--- src/rtl/llre_pkg.sv ---
// Package: shared constants, mode codes and helper functions for the LED level engine.
`default_nettype none
package llre_pkg;

    localparam int unsigned CHANNELS     = 5;
    localparam int unsigned LEVEL_W      = 10;
    localparam int unsigned AUDIO_W      = 16;
    localparam int unsigned MODE_W       = 3;
    localparam int unsigned VOL_W        = 3;
    localparam int unsigned STEP_W       = 8;
    localparam int unsigned TARGET_W     = CHANNELS * LEVEL_W;
    localparam int unsigned CFG_IDX_W    = 2;
    localparam int unsigned CFG_DATA_W   = TARGET_W;
    localparam int unsigned OUT_DATA_W   = ((TARGET_W + 7) / 8) * 8;
    localparam int unsigned FACTOR_W     = 5;
    localparam int unsigned SUM_W        = AUDIO_W + 1;

    localparam logic [LEVEL_W-1:0] BRIGHT_LIMIT = 10'd1000;

    localparam logic [MODE_W-1:0] MODE_RAMP  = 3'd0;
    localparam logic [MODE_W-1:0] MODE_WAVE  = 3'd1;
    localparam logic [MODE_W-1:0] MODE_MOON  = 3'd2;
    localparam logic [MODE_W-1:0] MODE_CLOUD = 3'd3;
    localparam logic [MODE_W-1:0] MODE_STORM = 3'd4;
    localparam logic [MODE_W-1:0] MODE_HOLD  = 3'd5;

    localparam logic [CFG_IDX_W-1:0] REG_MODE   = 2'd0;
    localparam logic [CFG_IDX_W-1:0] REG_VOLUME = 2'd1;
    localparam logic [CFG_IDX_W-1:0] REG_STEP   = 2'd2;
    localparam logic [CFG_IDX_W-1:0] REG_TARGET = 2'd3;

    localparam logic [STEP_W-1:0] STEP_RESET = 8'd8;

    typedef logic [CHANNELS-1:0][LEVEL_W-1:0] t_levels;

    function automatic logic [FACTOR_W-1:0] vol_gain(input logic [VOL_W-1:0] vol);
        logic [FACTOR_W-1:0] g;
        case (vol)
            3'd0:    g = 5'd7;
            3'd1:    g = 5'd5;
            3'd2:    g = 5'd3;
            3'd3:    g = 5'd1;
            default: g = 5'd0;
        endcase
        return g;
    endfunction

    function automatic logic [FACTOR_W-1:0] mode_base(input logic [MODE_W-1:0] mode);
        logic [FACTOR_W-1:0] k;
        case (mode)
            MODE_WAVE:  k = 5'd6;
            MODE_CLOUD: k = 5'd16;
            default:    k = 5'd5;
        endcase
        return k;
    endfunction

    function automatic logic [LEVEL_W-1:0] sat_add(input logic [LEVEL_W-1:0] base,
                                                   input logic [AUDIO_W-1:0] p);
        logic [SUM_W-1:0] s;
        s = {{(SUM_W-LEVEL_W){1'b0}}, base} + {1'b0, p};
        return (s > {{(SUM_W-LEVEL_W){1'b0}}, BRIGHT_LIMIT}) ? BRIGHT_LIMIT : s[LEVEL_W-1:0];
    endfunction

    function automatic logic [LEVEL_W-1:0] sat_sub(input logic [LEVEL_W-1:0] base,
                                                   input logic [AUDIO_W-1:0] p);
        logic [AUDIO_W-1:0] b;
        logic [AUDIO_W-1:0] d;
        b = {{(AUDIO_W-LEVEL_W){1'b0}}, base};
        d = b - p;
        return (b > p) ? d[LEVEL_W-1:0] : '0;
    endfunction

    function automatic logic [LEVEL_W-1:0] track(input logic [LEVEL_W-1:0] cur,
                                                 input logic [LEVEL_W-1:0] sp);
        logic [LEVEL_W-1:0] r;
        if (cur < sp) begin
            r = cur + 1'b1;
        end else if (cur > sp) begin
            r = cur - 1'b1;
        end else begin
            r = cur;
        end
        return r;
    endfunction

    function automatic logic [LEVEL_W-1:0] ramp(input logic [LEVEL_W-1:0] cur,
                                                input logic [LEVEL_W-1:0] tgt,
                                                input logic [STEP_W-1:0] step);
        logic [LEVEL_W:0] up;
        logic [LEVEL_W:0] hi;
        logic [LEVEL_W-1:0] r;
        up = {1'b0, cur} + {3'b000, step};
        hi = {1'b0, tgt} + {3'b000, step};
        if (up < {1'b0, tgt}) begin
            r = up[LEVEL_W-1:0];
        end else if ({1'b0, cur} > hi) begin
            r = cur - {2'b00, step};
        end else begin
            r = tgt;
        end
        return r;
    endfunction

endpackage
`default_nettype wire

--- src/rtl/led_level_ramp_and_effects_unit.sv ---
// Top level: five-channel LED level engine with ramp and audio-reactive effects.
//
// Usage:
//   Slave stream carries one audio peak-to-peak level per tick. Each accepted
//   transaction yields exactly one master transaction holding the five channel levels
//   after that tick. The user must write configuration (mode, volume, ramp step, targets)
//   through a plain write port only while the engine is idle; not enforced by the block.
// Pipeline and throughput:
//   A transaction is registered in the input register; the level update is
//   one pass of compare/step logic plus a 16x5 product, registered in the level
//   registers. One transaction per cycle is sustained while the receiver does not stall.
// Reset:
//   Synchronous, active low. Levels clear to zero, mode ramp, volume 0,
//   ramp step 8, targets zero; both stages empty.
// Stall:
//   The level registers double as the output register. While the receiver
//   stalls, the result holds, the input register keeps one more transaction,
//   and the slave side then deasserts tready.
`default_nettype none
module led_level_ramp_and_effects_unit
    import llre_pkg::*;
(
    input  wire                    i_clk,
    input  wire                    i_rst_n,
    input  wire                    i_s_axis_tvalid,
    output logic                   o_s_axis_tready,
    input  wire [AUDIO_W-1:0]      i_s_axis_tdata,   // [15:0] audio_level
    output logic                   o_m_axis_tvalid,
    input  wire                    i_m_axis_tready,
    output logic [OUT_DATA_W-1:0]  o_m_axis_tdata,   // [9:0] level_ch0, [19:10] level_ch1,
                                                     // [29:20] level_ch2, [39:30] level_ch3,
                                                     // [49:40] level_ch4, [55:50] zero
    input  wire                    i_cfg_we,
    input  wire [CFG_IDX_W-1:0]    i_cfg_idx,
    input  wire [CFG_DATA_W-1:0]   i_cfg_data
);

    logic [MODE_W-1:0]   r_mode;
    logic [VOL_W-1:0]    r_vol;
    logic [STEP_W-1:0]   r_step;
    logic [TARGET_W-1:0] r_target;

    logic                r_in_vld;
    logic [AUDIO_W-1:0]  r_audio;
    logic                r_out_vld;
    t_levels             r_level;
    t_levels             n_level;

    logic                w_adv;
    logic [FACTOR_W-1:0] w_factor;
    logic [AUDIO_W+FACTOR_W-1:0] w_prod;
    logic [AUDIO_W-1:0]  w_p;
    t_levels             w_sp;

    assign w_adv           = r_in_vld && (!r_out_vld || i_m_axis_tready);
    assign o_s_axis_tready = !r_in_vld || w_adv;
    assign o_m_axis_tvalid = r_out_vld;
    assign o_m_axis_tdata  = {{(OUT_DATA_W-TARGET_W){1'b0}}, r_level};

    always_ff @(posedge i_clk) begin
        if (!i_rst_n) begin
            r_mode   <= MODE_RAMP;
            r_vol    <= '0;
            r_step   <= STEP_RESET;
            r_target <= '0;
        end else if (i_cfg_we) begin
            case (i_cfg_idx)
                REG_MODE:   r_mode   <= i_cfg_data[MODE_W-1:0];
                REG_VOLUME: r_vol    <= i_cfg_data[VOL_W-1:0];
                REG_STEP:   r_step   <= i_cfg_data[STEP_W-1:0];
                REG_TARGET: r_target <= i_cfg_data[TARGET_W-1:0];
                default:    r_mode   <= r_mode;
            endcase
        end
    end

    assign w_factor = mode_base(r_mode) + vol_gain(r_vol);
    assign w_prod   = r_audio * w_factor;
    assign w_p      = w_prod[AUDIO_W-1:0];

    always_comb begin
        w_sp = '0;
        case (r_mode)
            MODE_WAVE: begin
                w_sp[0] = 10'd500;
                w_sp[1] = 10'd500;
                w_sp[2] = 10'd500;
                w_sp[3] = sat_add(10'd200, w_p);
                w_sp[4] = 10'd500;
            end
            MODE_MOON: begin
                w_sp[2] = BRIGHT_LIMIT;
                w_sp[3] = sat_sub(10'd200, w_p);
            end
            MODE_CLOUD: begin
                w_sp[0] = 10'd200;
                w_sp[1] = 10'd200;
                w_sp[2] = sat_add(10'd400, w_p);
                w_sp[3] = sat_sub(10'd320, w_p);
                w_sp[4] = sat_add(10'd400, w_p);
            end
            MODE_STORM: begin
                w_sp[2] = sat_sub(10'd600, w_p);
                w_sp[3] = sat_add(10'd64, w_p);
            end
            default: w_sp = '0;
        endcase
    end

    always_comb begin
        n_level = r_level;
        for (int i = 0; i < CHANNELS; i++) begin
            case (r_mode)
                MODE_RAMP: n_level[i] = ramp(r_level[i], r_target[i*LEVEL_W +: LEVEL_W], r_step);
                MODE_WAVE, MODE_MOON, MODE_CLOUD, MODE_STORM:
                    n_level[i] = track(r_level[i], w_sp[i]);
                default: n_level[i] = r_level[i];
            endcase
        end
    end

    always_ff @(posedge i_clk) begin
        if (!i_rst_n) begin
            r_in_vld  <= 1'b0;
            r_out_vld <= 1'b0;
            r_level   <= '0;
        end else begin
            if (o_s_axis_tready) begin
                r_in_vld <= i_s_axis_tvalid;
            end
            if (w_adv) begin
                r_out_vld <= 1'b1;
                r_level   <= n_level;
            end else if (i_m_axis_tready) begin
                r_out_vld <= 1'b0;
            end
        end
    end

    always_ff @(posedge i_clk) begin
        if (o_s_axis_tready && i_s_axis_tvalid) begin
            r_audio <= i_s_axis_tdata;
        end
    end

`ifndef SYNTHESIS
    a_ready_when_empty: assert property (@(posedge i_clk) disable iff (!i_rst_n)
        !o_m_axis_tvalid |-> o_s_axis_tready)
        else $error("input side stalled with empty output");

    a_hold_keeps_levels: assert property (@(posedge i_clk) disable iff (!i_rst_n)
        (w_adv && (r_mode == MODE_HOLD)) |=> $stable(r_level))
        else $error("levels moved in hold mode");

    a_out_from_input: assert property (@(posedge i_clk) disable iff (!i_rst_n)
        $rose(o_m_axis_tvalid) |-> $past(r_in_vld))
        else $error("result appeared without a pending transaction");
`endif

endmodule
`default_nettype wire
--- config.mk ---
export PLATFORM = sky130hd
export DESIGN_NAME = led_level_ramp_and_effects_unit
export DESIGN_NICKNAME = d
export VERILOG_FILES = /design/src/rtl/llre_pkg.sv /design/src/rtl/led_level_ramp_and_effects_unit.sv
export SDC_FILE = /design/constraint.sdc
export NUM_CORES = 1
export LEC_CHECK = 0
export ABC_AREA = 1
export BUFFER_PORTS_ARGS = -buffer_cell sky130_fd_sc_hd__buf_2
export CORE_ASPECT_RATIO = 1.25
export CORE_MARGIN = 1
export CORE_UTILIZATION = 39
export CTS_CLUSTER_SIZE = 10
export DETAILED_ROUTE_END_ITERATION = 10
export PLACE_DENSITY = 0.56
export SETUP_SLACK_MARGIN = 0.1
export SLEW_MARGIN = 10
export SYNTH_ARGS = -nofsm -noshare
export SYNTH_HDL_FRONTEND = slang
export SYNTH_SLANG_ARGS = --single-unit
--- constraint.sdc ---
create_clock -name i_clk -period 17.68 [get_ports i_clk]
set_clock_uncertainty 0.05 [all_clocks]
set_input_delay 1.768 -clock i_clk [delete_from_list [all_inputs] [get_ports i_clk]]
set_output_delay 1.768 -clock i_clk [all_outputs]
set_load 0.03 [all_outputs]
Word level (Yosys, flattened, before mapping)
Index checks and enable logic that the tools add are counted.

Register bits after elaboration: 132. Output and inout port bits: 58. Input bits: 73.

Reductions and logical operators: 21. Equal/unequal tests: 15. Muxes and demuxes: 38. Add/subtract/negate cells: 32. Multiply operators: 1. Magnitude comparators: 26.

Operator list (number): $mux W10 (26); $pmux W10 S2 (6); $add A10 B8 Y11 (10); $pmux W20 S4 (1); $gt A10 B11 Y1 (5); $lt A11 B10 Y1 (5); $gt A17 B10 Y1 const B (3); $add A10 B1 Y10 const B (5); $gt A10 B10 Y1 (5); $lt A10 B10 Y1 (5); $sub A10 B1 Y10 const B (5); $sub A10 B8 Y10 (5); $pmux W19 S2 (1); $add A7 B16 Y17 const A (1); $add A8 B16 Y17 const A (1); $add A9 B16 Y17 const A (1); $gt A10 B16 Y1 const A (1); $gt A8 B16 Y1 const A (1); $gt A9 B16 Y1 const A (1); $mul A16 B5 Y16 (1); $ne A3 B3 Y1 const B (5); $reduce_and A3 Y1 (5); $eq A3 B2 Y1 const B (4); $pmux W3 S4 (1); 18 further kinds (29).

Depth between registers and ports, before layout
Gate-level depths: netlist of the first run.

Depth in word-level cells: 12. Gate-level depth with buffers: 57. Depth with buffers taken out: 56.

Worst setup path before layout of the first run
OpenSTA, ideal clock, no wires.

Path type: reg2reg. Start: register r_mode[0]. End: register r_level, in the netlist o_m_axis_tdata[29]. Clock period less this slack: 8.629 ns. Stages on the path, launching flop included: 54. Path slack: 9.051 ns. Data required time: 17.513 ns. Arrival time: 8.462 ns. Cells stage by stage: dfxtp_1 > nand2_1 > nor2_2 > inv_2 > fa_1 > inv_1 > nand2_1 > nand2_1 > clkbuf_1 > inv_1 > nand2_1 > fa_1 > fa_1 > fa_1 > inv_1 > ha_1 > nand2_1 > nand2_2 > [... 18 more ...] > a21oi_1 > nor2_1 > a211oi_1 > o211ai_1 > ha_1 > nand2_1 > nor2_1 > a211oi_1 > o21a_1 > o21ai_0 > nand2_1 > nand2_1 > a21oi_1 > or2_2 > nand3_1 > nand2_1 > a21oi_1 > nor2_1.

Word-level cells in the longest chain between the ends: 11.

RTL lines: start: declaration (line led_level_ramp_and_effects_unit.sv:38) `logic [MODE_W-1:0] r_mode;`; start signal: assignment (line led_level_ramp_and_effects_unit.sv:68) `REG_MODE: r_mode <= i_cfg_data[MODE_W-1:0];`; start signal: assignment (line led_level_ramp_and_effects_unit.sv:72) `default: r_mode <= r_mode;`; $eq A3 B2 Y1 or $eq A3 B1 Y1 (tied branches) (line llre_pkg.sv:50, led_level_ramp_and_effects_unit.sv:83, led_level_ramp_and_effects_unit.sv:113); $pmux W5 S2 (line llre_pkg.sv:50) `case (mode)`; $add A5 B5 Y5 (line led_level_ramp_and_effects_unit.sv:77) `assign w_factor = mode_base(r_mode) + vol_gain(r_vol);`; $mul A16 B5 Y16 (line led_level_ramp_and_effects_unit.sv:78) `assign w_prod = r_audio * w_factor;`; $add A9 B16 Y17 (line llre_pkg.sv:61) `s = {{(SUM_W-LEVEL_W){1'b0}}, base} + {1'b0, p};`; $gt A17 B10 Y1 (line llre_pkg.sv:62) `return (s > {{(SUM_W-LEVEL_W){1'b0}}, BRIGHT_LIMIT}) ? BRIGHT_LIMIT : s[LEVEL_W-1:0];`; $mux W10 (line llre_pkg.sv:62); $pmux W20 S4 (line led_level_ramp_and_effects_unit.sv:83) `case (r_mode)`; $lt A10 B10 Y1 or $gt A10 B10 Y1 (tied branches) (line llre_pkg.sv:77, llre_pkg.sv:79); $ne A3 B3 Y1 (no line) or $mux W10 (tied branches); $reduce_and A3 Y1 (no line) or $pmux W10 S2 (tied branches); end signal: assignment (line led_level_ramp_and_effects_unit.sv:133) `r_level <= n_level;`; end: declaration (line led_level_ramp_and_effects_unit.sv:46) `t_levels r_level;`.

Parallel ways exist; a longest one is shown, timed or not. A chain may end at the register's enable or synchronous reset.

Final worst setup path of the first run
Same ends and word-level chain as after synthesis.

==> summary.log, run 1 <==
INFO  outcome        status=complete, no violations
INFO  power_and_ir_drop share_seq_of_total_power=14.4%
INFO  floorplan      die_height=255microns
INFO  grt            grt_max_degree=96
INFO  clock_tree     cts.root.buffer_cell=sky130_fd_sc_hd__clkbuf_16
INFO  placement      hpwlAfterDp=53.7mm
INFO  critical_path  worst-endpoint-required=18,020ps
INFO  critical_path  critical_path.max_stage_delay=760ps
INFO  synthesis      yosys_warnings=0
INFO  drt            drt-total-wl=69.1mm
INFO  critical_path  ff2ff_path_depth=49
INFO  sta            max_slew_margin=25.0%
INFO  power_and_ir_drop total_power_per_unit_cell_area=123mW/mm^2
INFO  critical_path  startpoint_type=flip-flop
INFO  grt            first_pass_grt_wire_length=108mm
INFO  floorplan      floorplan.initialDensity=39.6%
INFO  floorplan      ios=131
INFO  floorplan      fp.coreArea=0.0504sqmm
INFO  power_and_ir_drop netSwitchingFraction=56.9%
INFO  floorplan      die-area=0.0521sqmm
INFO  finish         area_used_by_multi_input_combinational_logic=0.0153sqmm
INFO  synthesis      syn_area=0.0199sqmm
INFO  synthesis      synth.yosys.seq_area_share=14.1%
INFO  clock_tree     postCtsResizedCells=0
INFO  finish         post_route_cells_drive_above_1_share=8.67%
INFO  sta            max_clock_freq=95.3MHz
INFO  critical_path  timing.critical_path.mode_cell=sky130_fd_sc_hd__nand2_1
INFO  floorplan      num_rows=92
INFO  sta            final_hold_viol_count=0
INFO  grt            grt_antenna_before_repair=0
INFO  clock_tree     number_of_cts_inserted_buffers=17
INFO  synthesis      synth_top_area_share=20.8%
INFO  clock_tree     clock_latency_reported_for_the_late_side_of_the_worst_skew_pair=500ps
INFO  clock_tree     clk_pin_slew=70ps
INFO  job            max_cap_violations=0
INFO  grt            grt_pass1_vias=19,700
INFO  critical_path  timing.critical_path.fanout_max=16
INFO  finish         final-seq-area=0.00280sqmm
INFO  critical_path  cp_data_arrival_time=10,840ps
INFO  clock_tree     h-tree-depth=4
INFO  placement      dpl_worst_slack=7290ps
INFO  placement      dp_cells=3,637
INFO  synthesis      yosysTopAreaCell=sky130_fd_sc_hd__ha_1
INFO  synthesis      asyncSetResetFlopFracSynth=0%
INFO  finish         final_cell_mix=sky130_fd_sc_hd__nand2_1, sky130_fd_sc_hd__inv_1, sky130_fd_sc_hd__a21oi_1, sky130_fd_sc_hd__ha_1, sky130_fd_sc_hd__nor2_1
INFO  clock_tree     cts_tree=done
INFO  sta            worst-slew-pin-transition=1120ps
INFO  drt            detail_route.vias_per_cell=5.53
INFO  power_and_ir_drop combinationalPowerShare=72.4%
INFO  sta            setup_slack=7190ps
INFO  sta            fraction_of_the_cycle_the_final_worst_path_needs=59.4%
INFO  power_and_ir_drop finalPower=2.68mW
INFO  drt            avgRoutedWirePerCell=18.8microns
INFO  finish         finalNonFillerCells=3,668
INFO  worst_hold_path hp-class=reg2reg
INFO  sta            layout_min_cycle_time=10,490ps
INFO  finish         synth_to_final_area_change=8.97%
INFO  finish         diodes=0
INFO  critical_path  crit_type=reg2reg
INFO  finish         number_of_nets_in_the_layout=3,459
INFO  power_and_ir_drop power_leakage=11.0nW
INFO  clock_tree     cts_setup_buffers=0
INFO  synthesis      synth.area.top_cells=sky130_fd_sc_hd__ha_1, sky130_fd_sc_hd__dfxtp_1, sky130_fd_sc_hd__nand2_1
INFO  placement      port_buffers=124
INFO  power_and_ir_drop power.net_switching=1.53mW
INFO  drt            drt-pass1-iter-count=6
INFO  finish         mostFrequentLayoutCell=sky130_fd_sc_hd__nand2_1
INFO  synthesis      dominantRegCellSynth=sky130_fd_sc_hd__dfxtp_1
INFO  critical_path  critPathCaptureType=flip-flop
INFO  clock_tree     clkSinkCount=132
INFO  synthesis      post_synth_inst_count=2,911
INFO  synthesis      synth-edff-count=16
INFO  power_and_ir_drop power_report.internal_total=1.16mW
INFO  placement      placedInstanceArea=0.0212sqmm
INFO  finish         layout.filler_cells=5,347
INFO  critical_path  crit_slowest_cell=sky130_fd_sc_hd__o211ai_1
INFO  floorplan      die_x=204microns
INFO  power_and_ir_drop peak_supply_drop=0.0648mV
INFO  sta            report.final.slew_viol_count=0
INFO  sta            rsz0062_at_grt=no
INFO  drt            dr_total_vias=20,300
INFO  placement      place.gp.congestion=0.954
INFO  clock_tree     cts.hold.buffers_added=0
INFO  drt            initial_drt_markers=1,444
INFO  finish         finish.instance_area=0.0217sqmm
INFO  drt            postRouteAntennaNets=0
INFO  clock_tree     ctsLongestPathBuffers=2
INFO  synthesis      ys_types=63
INFO  drt            drt_drc_violations_left=0
INFO  grt            track_usage=26.7%
INFO  synthesis      post_synth.cell_area_avg=6.85squm
INFO  synthesis      ys_seq_elements=132
INFO  sta            finalSetupTns=0ps
INFO  worst_hold_path min_path_cells=2
INFO  sta            setup_viol=0
INFO  power_and_ir_drop share_clk_of_total_power=13.1%
INFO  grt            grt_residual_overflow=0
-- state kept, by name (all words and copies together), names as in the netlist --
register / cells
o_m_axis_tvalid: 1
r_step: 8
r_in_vld: 1
r_mode: 3
r_audio: 16
o_m_axis_tdata: 50
r_target: 50
r_vol: 3
-- final timing paths --
path	from	slack, ps	to
setup reg to reg	r_mode[0]	7190	o_m_axis_tdata[29]
setup / recovery	r_mode[0]	7190	o_m_axis_tdata[29]
hold reg to reg	r_vol[2]	450	r_vol[2]
hold / removal	r_vol[2]	450	r_vol[2]
-- power groups by stage --
stage | Sequential (mW) | Clock [mW] | Combinational [mW]
floorplan | 0.394 | 0 | 1.44
global placement | 0.394 | 0 | 1.90
detailed placement | 0.394 | 0 | 1.91
CTS | 0.387 | 0.363 | 1.92
global route | 0.390 | 0.370 | 2.17
finish | 0.387 | 0.352 | 1.94
-- cell type report --
class | instances | area share, %
clock buffer | 22 | 2.09
tap | 658 | 3.79
sequential | 132 | 12.9
inverter | 401 | 6.93
clock inverter | 9 | 0.374
multi-input combinational | 2306 | 70.5
timing repair buffer | 140 | 3.41
-- synthesized netlist by cell type, types with 5 or more instances --
library cell                number
sky130_fd_sc_hd__o21bai_1       21
sky130_fd_sc_hd__clkbuf_1       59
sky130_fd_sc_hd__nor3_1         28
sky130_fd_sc_hd__nand3_1       149
sky130_fd_sc_hd__a21o_1         10
sky130_fd_sc_hd__xnor2_1        35
sky130_fd_sc_hd__ha_1          332
sky130_fd_sc_hd__nand2_1       489
sky130_fd_sc_hd__a31oi_1        15
sky130_fd_sc_hd__nand4_1        48
sky130_fd_sc_hd__inv_1         380
sky130_fd_sc_hd__edfxtp_1       16
sky130_fd_sc_hd__inv_2          17
sky130_fd_sc_hd__nand3_2         6
sky130_fd_sc_hd__nor2_4          6
sky130_fd_sc_hd__o21ai_1         7
sky130_fd_sc_hd__buf_2           8
sky130_fd_sc_hd__o211ai_1       30
sky130_fd_sc_hd__nand2_2        19
sky130_fd_sc_hd__nor2_2         10
sky130_fd_sc_hd__dfxtp_1       116
sky130_fd_sc_hd__xor2_1        132
sky130_fd_sc_hd__fa_1           56
sky130_fd_sc_hd__nand3b_1        5
sky130_fd_sc_hd__nor4_1         11
sky130_fd_sc_hd__o311ai_0       10
sky130_fd_sc_hd__o2111ai_1       5
sky130_fd_sc_hd__buf_4           6
sky130_fd_sc_hd__o31ai_1         5
sky130_fd_sc_hd__or2_2          10
sky130_fd_sc_hd__o21ai_0       207
sky130_fd_sc_hd__nor2_1        236
sky130_fd_sc_hd__a21oi_1       362
sky130_fd_sc_hd__a211oi_1       15
-- per-layer routing --
metal | part of all wire, % | global-route usage [%]
met1 | 43 | 32.6
met2 | 50 | 48.0
met3 | 4.3 | 3.32
met4 | 2.4 | 9.13
met5 | 0 | 0
-- cells by family after synthesis --
logic type      share of synthesized area, %
buf+inv                                 9.28
other cells                           0.0188
fa+ha+maj                               26.5
flops                                   14.1
xor+xnor                                7.80
compound gates                          19.4
simple gates                            23.0
-- per-stage QoR --
step	hold WS (ps)	utilization, %
after floorplan	410	-
after global placement	430	42.0
after detailed placement	444	42.0
after CTS	455	43.1
after global routing	489	43.1
final	450	43.1
-- worst max-delay path: cells and delay by family (launching register included) --
family	cells	cell delay, ps
adders and majority gates	8	3390
buffers and inverters	5	920
xor gates and xnor gates	1	200
DFF	1	400
AOI/OAI and AO/OA	8	1960
and+or+nand+nor	27	3470
Note: power is estimated with default switching activity, not from simulation.
==> inputs of run 2 (changes only) <==
==> constraint.sdc (replaced) <==
create_clock -name i_clk -period 11 [get_ports i_clk]
set_clock_uncertainty 0.05 [all_clocks]
set_input_delay 1.1 -clock i_clk [delete_from_list [all_inputs] [get_ports i_clk]]
set_output_delay 1.1 -clock i_clk [all_outputs]
set_load 0.03 [all_outputs]
==> summary.log, run 2 (same netlist as run 1, synthesis figures left out) <==
INFO  sta            finalSetupTns=0ps
INFO  power_and_ir_drop share_seq_of_total_power=14.1%
INFO  drt            top_layer_used=met4
INFO  sta            final_hold_viol_count=0
INFO  sta            max_clock_freq=101MHz
INFO  clock_tree     cts.root.buffer_cell=sky130_fd_sc_hd__clkbuf_16
INFO  power_and_ir_drop total_power_per_unit_cell_area=203mW/mm^2
INFO  clock_tree     clk_pin_slew=70ps
INFO  drt            dr_wl_met3=2.90mm
INFO  power_and_ir_drop power.net_switching=2.47mW
INFO  placement      place.gp.congestion=0.960
INFO  grt            track_usage=26.7%
INFO  sta            setup_slack=1110ps
INFO  clock_tree     cts_tree=done
INFO  drt            drt_drc_violations_left=0
INFO  clock_tree     clkSinkCount=132
INFO  critical_path  startpoint_type=flip-flop
INFO  drt            avgRoutedWirePerCell=18.8microns
INFO  grt            grt_max_degree=94
INFO  sta            max_slew_margin=32.6%
INFO  drt            drt-pass1-iter-count=8
INFO  sta            layout_min_cycle_time=9890ps
INFO  drt            drt-total-wl=69.0mm
INFO  outcome        status=complete, no violations
INFO  drt            dr_wl_met2=34.2mm
INFO  power_and_ir_drop combinationalPowerShare=70.9%
INFO  critical_path  cp_data_arrival_time=10,260ps
INFO  finish         finalNonFillerCells=3,672
INFO  clock_tree     ctsLongestPathBuffers=2
INFO  drt            postRouteAntennaNets=0
INFO  clock_tree     number_of_cts_inserted_buffers=17
INFO  power_and_ir_drop power_report.internal_total=1.96mW
INFO  finish         number_of_nets_in_the_layout=3,463
INFO  critical_path  timing.critical_path.mode_cell=sky130_fd_sc_hd__nand2_1
INFO  finish         synth_to_final_area_change=9.70%
INFO  critical_path  cpLargestDelayFamily=adder cells
INFO  grt            grt_residual_overflow=0
INFO  power_and_ir_drop peak_supply_drop=0.140mV
INFO  sta            rsz0062_at_grt=no
INFO  power_and_ir_drop netSwitchingFraction=55.8%
INFO  drt            initial_drt_markers=1,233
INFO  placement      dpl_worst_slack=979ps
INFO  sta            fraction_of_the_cycle_the_final_worst_path_needs=89.9%
INFO  floorplan      die_x=204microns
INFO  drt            dr_total_vias=20,200
INFO  finish         mostFrequentLayoutCell=sky130_fd_sc_hd__nand2_1
INFO  job            max_cap_violations=0
INFO  finish         diodes=0
INFO  clock_tree     h-tree-depth=4
INFO  placement      hpwlAfterDp=53.7mm
INFO  critical_path  critical_path.max_stage_delay=550ps
INFO  floorplan      floorplan.initialDensity=39.6%
INFO  power_and_ir_drop power_leakage=11.1nW
INFO  floorplan      ios=131
INFO  grt            first_pass_grt_wire_length=108mm
INFO  power_and_ir_drop share_clk_of_total_power=15.0%
INFO  critical_path  worst-endpoint-required=11,370ps
INFO  sta            report.final.slew_viol_count=0
INFO  clock_tree     clock_latency_reported_for_the_late_side_of_the_worst_skew_pair=500ps
INFO  drt            detail_route.vias_per_cell=5.50
INFO  placement      port_buffers=124
INFO  critical_path  timing.critical_path.fanout_max=16
INFO  finish         post_route_cells_drive_above_1_share=8.93%
INFO  finish         postLayoutCoreUtil=43.4%
INFO  sta            worst-slew-pin-transition=1010ps
INFO  critical_path  crit_slowest_cell=sky130_fd_sc_hd__fa_1
INFO  drt            met1Wirelength=29.8mm
INFO  floorplan      fp.coreArea=0.0504sqmm
INFO  grt            grt_pass1_vias=19,700
INFO  critical_path  crit_type=reg2reg
INFO  critical_path  number_of_buffers_and_inverters_on_the_critical_path=6
INFO  finish         layout.filler_cells=5,289
INFO  grt            grt_antenna_before_repair=0
INFO  worst_hold_path hp-class=reg2reg
INFO  finish         final_cell_mix=sky130_fd_sc_hd__nand2_1, sky130_fd_sc_hd__inv_1, sky130_fd_sc_hd__a21oi_1, sky130_fd_sc_hd__ha_1, sky130_fd_sc_hd__nor2_1
INFO  critical_path  critPathCaptureType=flip-flop
INFO  placement      dp_cells=3,639
INFO  floorplan      num_rows=92
INFO  floorplan      die-area=0.0521sqmm
INFO  floorplan      die_height=255microns
INFO  sta            setup_viol=0
-- run 2: cell types whose count changed in the layout (fill, tap and decap cells not counted), sizes merged --
cell,change
buf,+4
bufinv,+4
clkbuf,-3
clkinv,-1
clkinvlp,-1
inv,+1
-- run 2: routing by layer --
metal  vias up  GRT usage (%)
met3       112           3.27
li1       9987              -
met4         0           10.4
met5         -              0
met2       511           47.4
met1      9591           32.7
-- run 2: worst reg2reg max path: cells and delay by family, from the launching register on --
family	cells	cell delay, ps
AND/OR/NAND/NOR	21	3110
XOR/XNOR	2	350
adder cells (fa/ha/maj)	8	3460
buffers and inverters	6	750
AO/OA/AOI/OAI	9	1660
flip-flops	1	410
-- run 2: metrics by stage --
stage | hold slack, ps | total power, mW | cell area, sq um
4_1_cts | 458 | 4.41 | 21900
3_5_place_dp | 447 | 3.71 | 21200
6_report | 454 | 4.43 | 21900
3_3_place_gp | 430 | 3.69 | 21200
5_1_grt | 477 | 4.83 | 21900
2_1_floorplan | 410 | 2.95 | 20000
-- run 2: what timing repair did --
action	in CTS	in global routing
buffers inserted	0	2
hold buffers	0	0
endpoints found under the setup margin	0	3
resized for setup	0	1
-- run 2: path summary, 6_finish.rpt --
| kind | start | to | slack [ps] | depth (start not counted) |
|---|---|---|---|---|
| worst min register to register | r_in_vld | o_m_axis_tvalid | 450 | 2 |
| worst min-delay path | r_in_vld | o_m_axis_tvalid | 450 | 2 |
| worst max-delay path | r_mode[0] | o_m_axis_tdata[38] | 1110 | 46 |
| worst max register to register | r_mode[0] | o_m_axis_tdata[38] | 1110 | 46 |
-- run 2: power by group through the flow --
| stage | clock [mW] | sequential, mW | combinational [mW] |
|---|---|---|---|
| final | 0.667 | 0.624 | 3.14 |
| after global routing | 0.697 | 0.629 | 3.50 |
| after CTS | 0.683 | 0.624 | 3.10 |
| after floorplan | 0 | 0.633 | 2.31 |
| after detailed placement | 0 | 0.634 | 3.08 |
| after global placement | 0 | 0.635 | 3.06 |
-- run 2: final cells by class --
cell class                      instances  area, sq um  area share (%)
Clock buffer                           19          443            2.02
Clock inverter                         12          201           0.921
Inverter                              401         1510            6.89
Multi-Input combinational cell       2306        15300            70.1
Sequential cell                       132         2800            12.8
Tap cell                              658          823            3.76
Timing Repair Buffer                  144          771            3.52
==> inputs of run 3 (changes only) <==
--- a/config.mk
+++ b/config.mk
@@ -10,6 +10,7 @@
 export CORE_ASPECT_RATIO = 1.25
 export CORE_MARGIN = 1
 export CORE_UTILIZATION = 39
+export CTS_BUF_LIST = sky130_fd_sc_hd__clkbuf_16
 export CTS_CLUSTER_SIZE = 10
 export DETAILED_ROUTE_END_ITERATION = 10
 export PLACE_DENSITY = 0.56
==> summary.log, run 3 (same netlist as run 1, synthesis figures left out) <==
INFO  finish         finish.instance_area=0.0219sqmm
INFO  floorplan      ios=131
INFO  critical_path  worst-endpoint-required=11,380ps
INFO  outcome        status=complete, no violations
INFO  job            max_cap_violations=0
INFO  clock_tree     ctsLongestPathBuffers=2
INFO  drt            drt-total-wl=69.1mm
INFO  clock_tree     clock_latency_reported_for_the_late_side_of_the_worst_skew_pair=500ps
INFO  grt            first_pass_grt_wire_length=108mm
INFO  sta            rsz0062_at_grt=no
INFO  critical_path  number_of_buffers_and_inverters_on_the_critical_path=6
INFO  worst_hold_path hp-class=reg2reg
INFO  sta            fraction_of_the_cycle_the_final_worst_path_needs=90.0%
INFO  drt            initial_drt_markers=1,253
INFO  critical_path  crit_type=reg2reg
INFO  power_and_ir_drop finalPower=4.43mW
INFO  critical_path  startpoint_type=flip-flop
INFO  power_and_ir_drop combinationalPowerShare=71.0%
INFO  clock_tree     clkSinkCount=132
INFO  sta            setup_slack=1100ps
INFO  critical_path  critPathCaptureType=flip-flop
INFO  clock_tree     cts.root.buffer_cell=sky130_fd_sc_hd__clkbuf_16
INFO  clock_tree     cts_tree=done
INFO  floorplan      die_x=204microns
INFO  critical_path  critical_path.max_stage_delay=550ps
INFO  power_and_ir_drop total_power_per_unit_cell_area=203mW/mm^2
INFO  placement      place.gp.congestion=0.960
INFO  floorplan      die_height=255microns
INFO  placement      port_buffers=124
INFO  clock_tree     clk_pin_slew=70ps
INFO  sta            max_slew_margin=33.2%
INFO  clock_tree     cts.hold.buffers_added=0
INFO  critical_path  worst_setup_path_endpoint=o_m_axis_tdata[38]
INFO  grt            use_met3=3.20%
INFO  power_and_ir_drop power_report.internal_total=1.95mW
INFO  critical_path  ff2ff_path_depth=46
INFO  grt            grt_residual_overflow=0
INFO  floorplan      die-area=0.0521sqmm
INFO  power_and_ir_drop netSwitchingFraction=56.0%
INFO  drt            drt_drc_violations_left=0
INFO  clock_tree     number_of_cts_inserted_buffers=17
INFO  floorplan      num_rows=92
INFO  grt            use_met1=32.7%
INFO  sta            setup_viol=0
INFO  placement      placedInstanceArea=0.0212sqmm
INFO  floorplan      fp.coreArea=0.0504sqmm
INFO  grt            grt_pass1_vias=19,700
INFO  power_and_ir_drop peak_supply_drop=0.142mV
INFO  sta            max_clock_freq=101MHz
INFO  power_and_ir_drop share_clk_of_total_power=14.9%
INFO  grt            grt_antenna_before_repair=0
INFO  placement      dpl_worst_slack=979ps
INFO  power_and_ir_drop power.net_switching=2.48mW
INFO  drt            drt-pass1-iter-count=6
INFO  grt            top_usage_layer_grt=met2
INFO  finish         post_route_cells_drive_above_1_share=8.89%
INFO  drt            postRouteAntennaNets=0
INFO  placement      hpwlAfterDp=53.7mm
INFO  grt            use_met2=47.4%
INFO  critical_path  worstSetupStartpoint=r_mode[0]
INFO  finish         layout.filler_cells=5,291
INFO  grt            grt_max_degree=94
INFO  finish         number_of_nets_in_the_layout=3,463
INFO  sta            final_hold_viol_count=0
INFO  critical_path  r2r_slack=1100ps
INFO  drt            dr_total_vias=20,200
INFO  critical_path  cp_data_arrival_time=10,280ps
INFO  sta            layout_min_cycle_time=9900ps
INFO  critical_path  startpoint_of_the_lowest_slack_register_to_register_path=r_mode[0]
INFO  finish         mostFrequentLayoutCell=sky130_fd_sc_hd__nand2_1
INFO  drt            avgRoutedWirePerCell=18.8microns
INFO  clock_tree     h-tree-depth=4
INFO  drt            detail_route.vias_per_cell=5.51
INFO  critical_path  worst-path-stages=46
INFO  critical_path  timing.critical_path.mode_cell=sky130_fd_sc_hd__nand2_1
INFO  sta            report.final.slew_viol_count=0
INFO  critical_path  cpLargestDelayFamily=adder cells
INFO  critical_path  crit_slowest_cell=sky130_fd_sc_hd__fa_1
INFO  finish         final_cell_mix=sky130_fd_sc_hd__nand2_1, sky130_fd_sc_hd__inv_1, sky130_fd_sc_hd__a21oi_1, sky130_fd_sc_hd__ha_1, sky130_fd_sc_hd__nor2_1
INFO  power_and_ir_drop power_leakage=11.1nW
INFO  power_and_ir_drop share_seq_of_total_power=14.1%
INFO  finish         diodes=0
INFO  finish         postLayoutCoreUtil=43.4%
INFO  critical_path  timing.critical_path.fanout_max=16
INFO  floorplan      floorplan.initialDensity=39.6%
INFO  sta            worst-slew-pin-transition=998ps
INFO  worst_hold_path min_path_cells=2
INFO  critical_path  r2r_end=o_m_axis_tdata[38]
INFO  grt            track_usage=26.8%
INFO  finish         synth_to_final_area_change=9.65%
INFO  sta            finalSetupTns=0ps
==> run 3: per-stage QoR <==
stage,cells,hold slack (ps)
detailed placement,3639,447
finish,3672,454
global placement,3639,430
global route,3672,477
CTS,3670,458
floorplan,2916,410
==> run 3: worst min path at each step <==
stage / startpoint / endpoint
6_report: r_vol[2] / r_vol[2]
5_1_grt: r_in_vld / o_m_axis_tvalid
4_1_cts: r_vol[2] / r_vol[2]
3_5_place_dp: r_vol[0] / r_vol[0]
3_3_place_gp: r_vol[2] / r_vol[2]
2_1_floorplan: r_vol[2] / r_vol[2]
==> run 3: power groups by stage <==
stage	clock (mW)	combinational (mW)	sequential, mW
finish	0.662	3.14	0.624
global route	0.690	3.50	0.629
CTS	0.674	3.10	0.624
detailed placement	0	3.08	0.634
global placement	0	3.06	0.635
floorplan	0	2.31	0.633
==> run 3: final cells by class <==
class	instances	area (sq um)	share of cell area [%]
Multi-Input combinational cell	2306	15300	70.1
Sequential cell	132	2800	12.8
Inverter	401	1510	6.89
Tap cell	658	823	3.76
Timing Repair Buffer	144	771	3.52
Clock buffer	17	425	1.95
Clock inverter	14	209	0.956
==> run 3: worst register-to-register path: cells and delay by family (launching register included) <==
kind / cells / cell delay, ps
flip-flops: 1 / 400
buffers and inverters: 6 / 770
AO/OA/AOI/OAI: 9 / 1660
AND/OR/NAND/NOR: 21 / 3130
XOR/XNOR: 2 / 350
adder cells (fa/ha/maj): 8 / 3460
==> run 3: timing repair <==
item / in CTS / in global routing
resized for setup: 0 / 1
endpoints found under the setup margin: 0 / 3
buffers inserted: 0 / 2
==> run 3: routing by layer <==
metal | up-vias | part of all wire (%)
li1 | 9978 | -
met1 | 9590 | 43
met2 | 546 | 50
met3 | 112 | 4.2
met4 | 0 | 3.0
met5 | - | 0
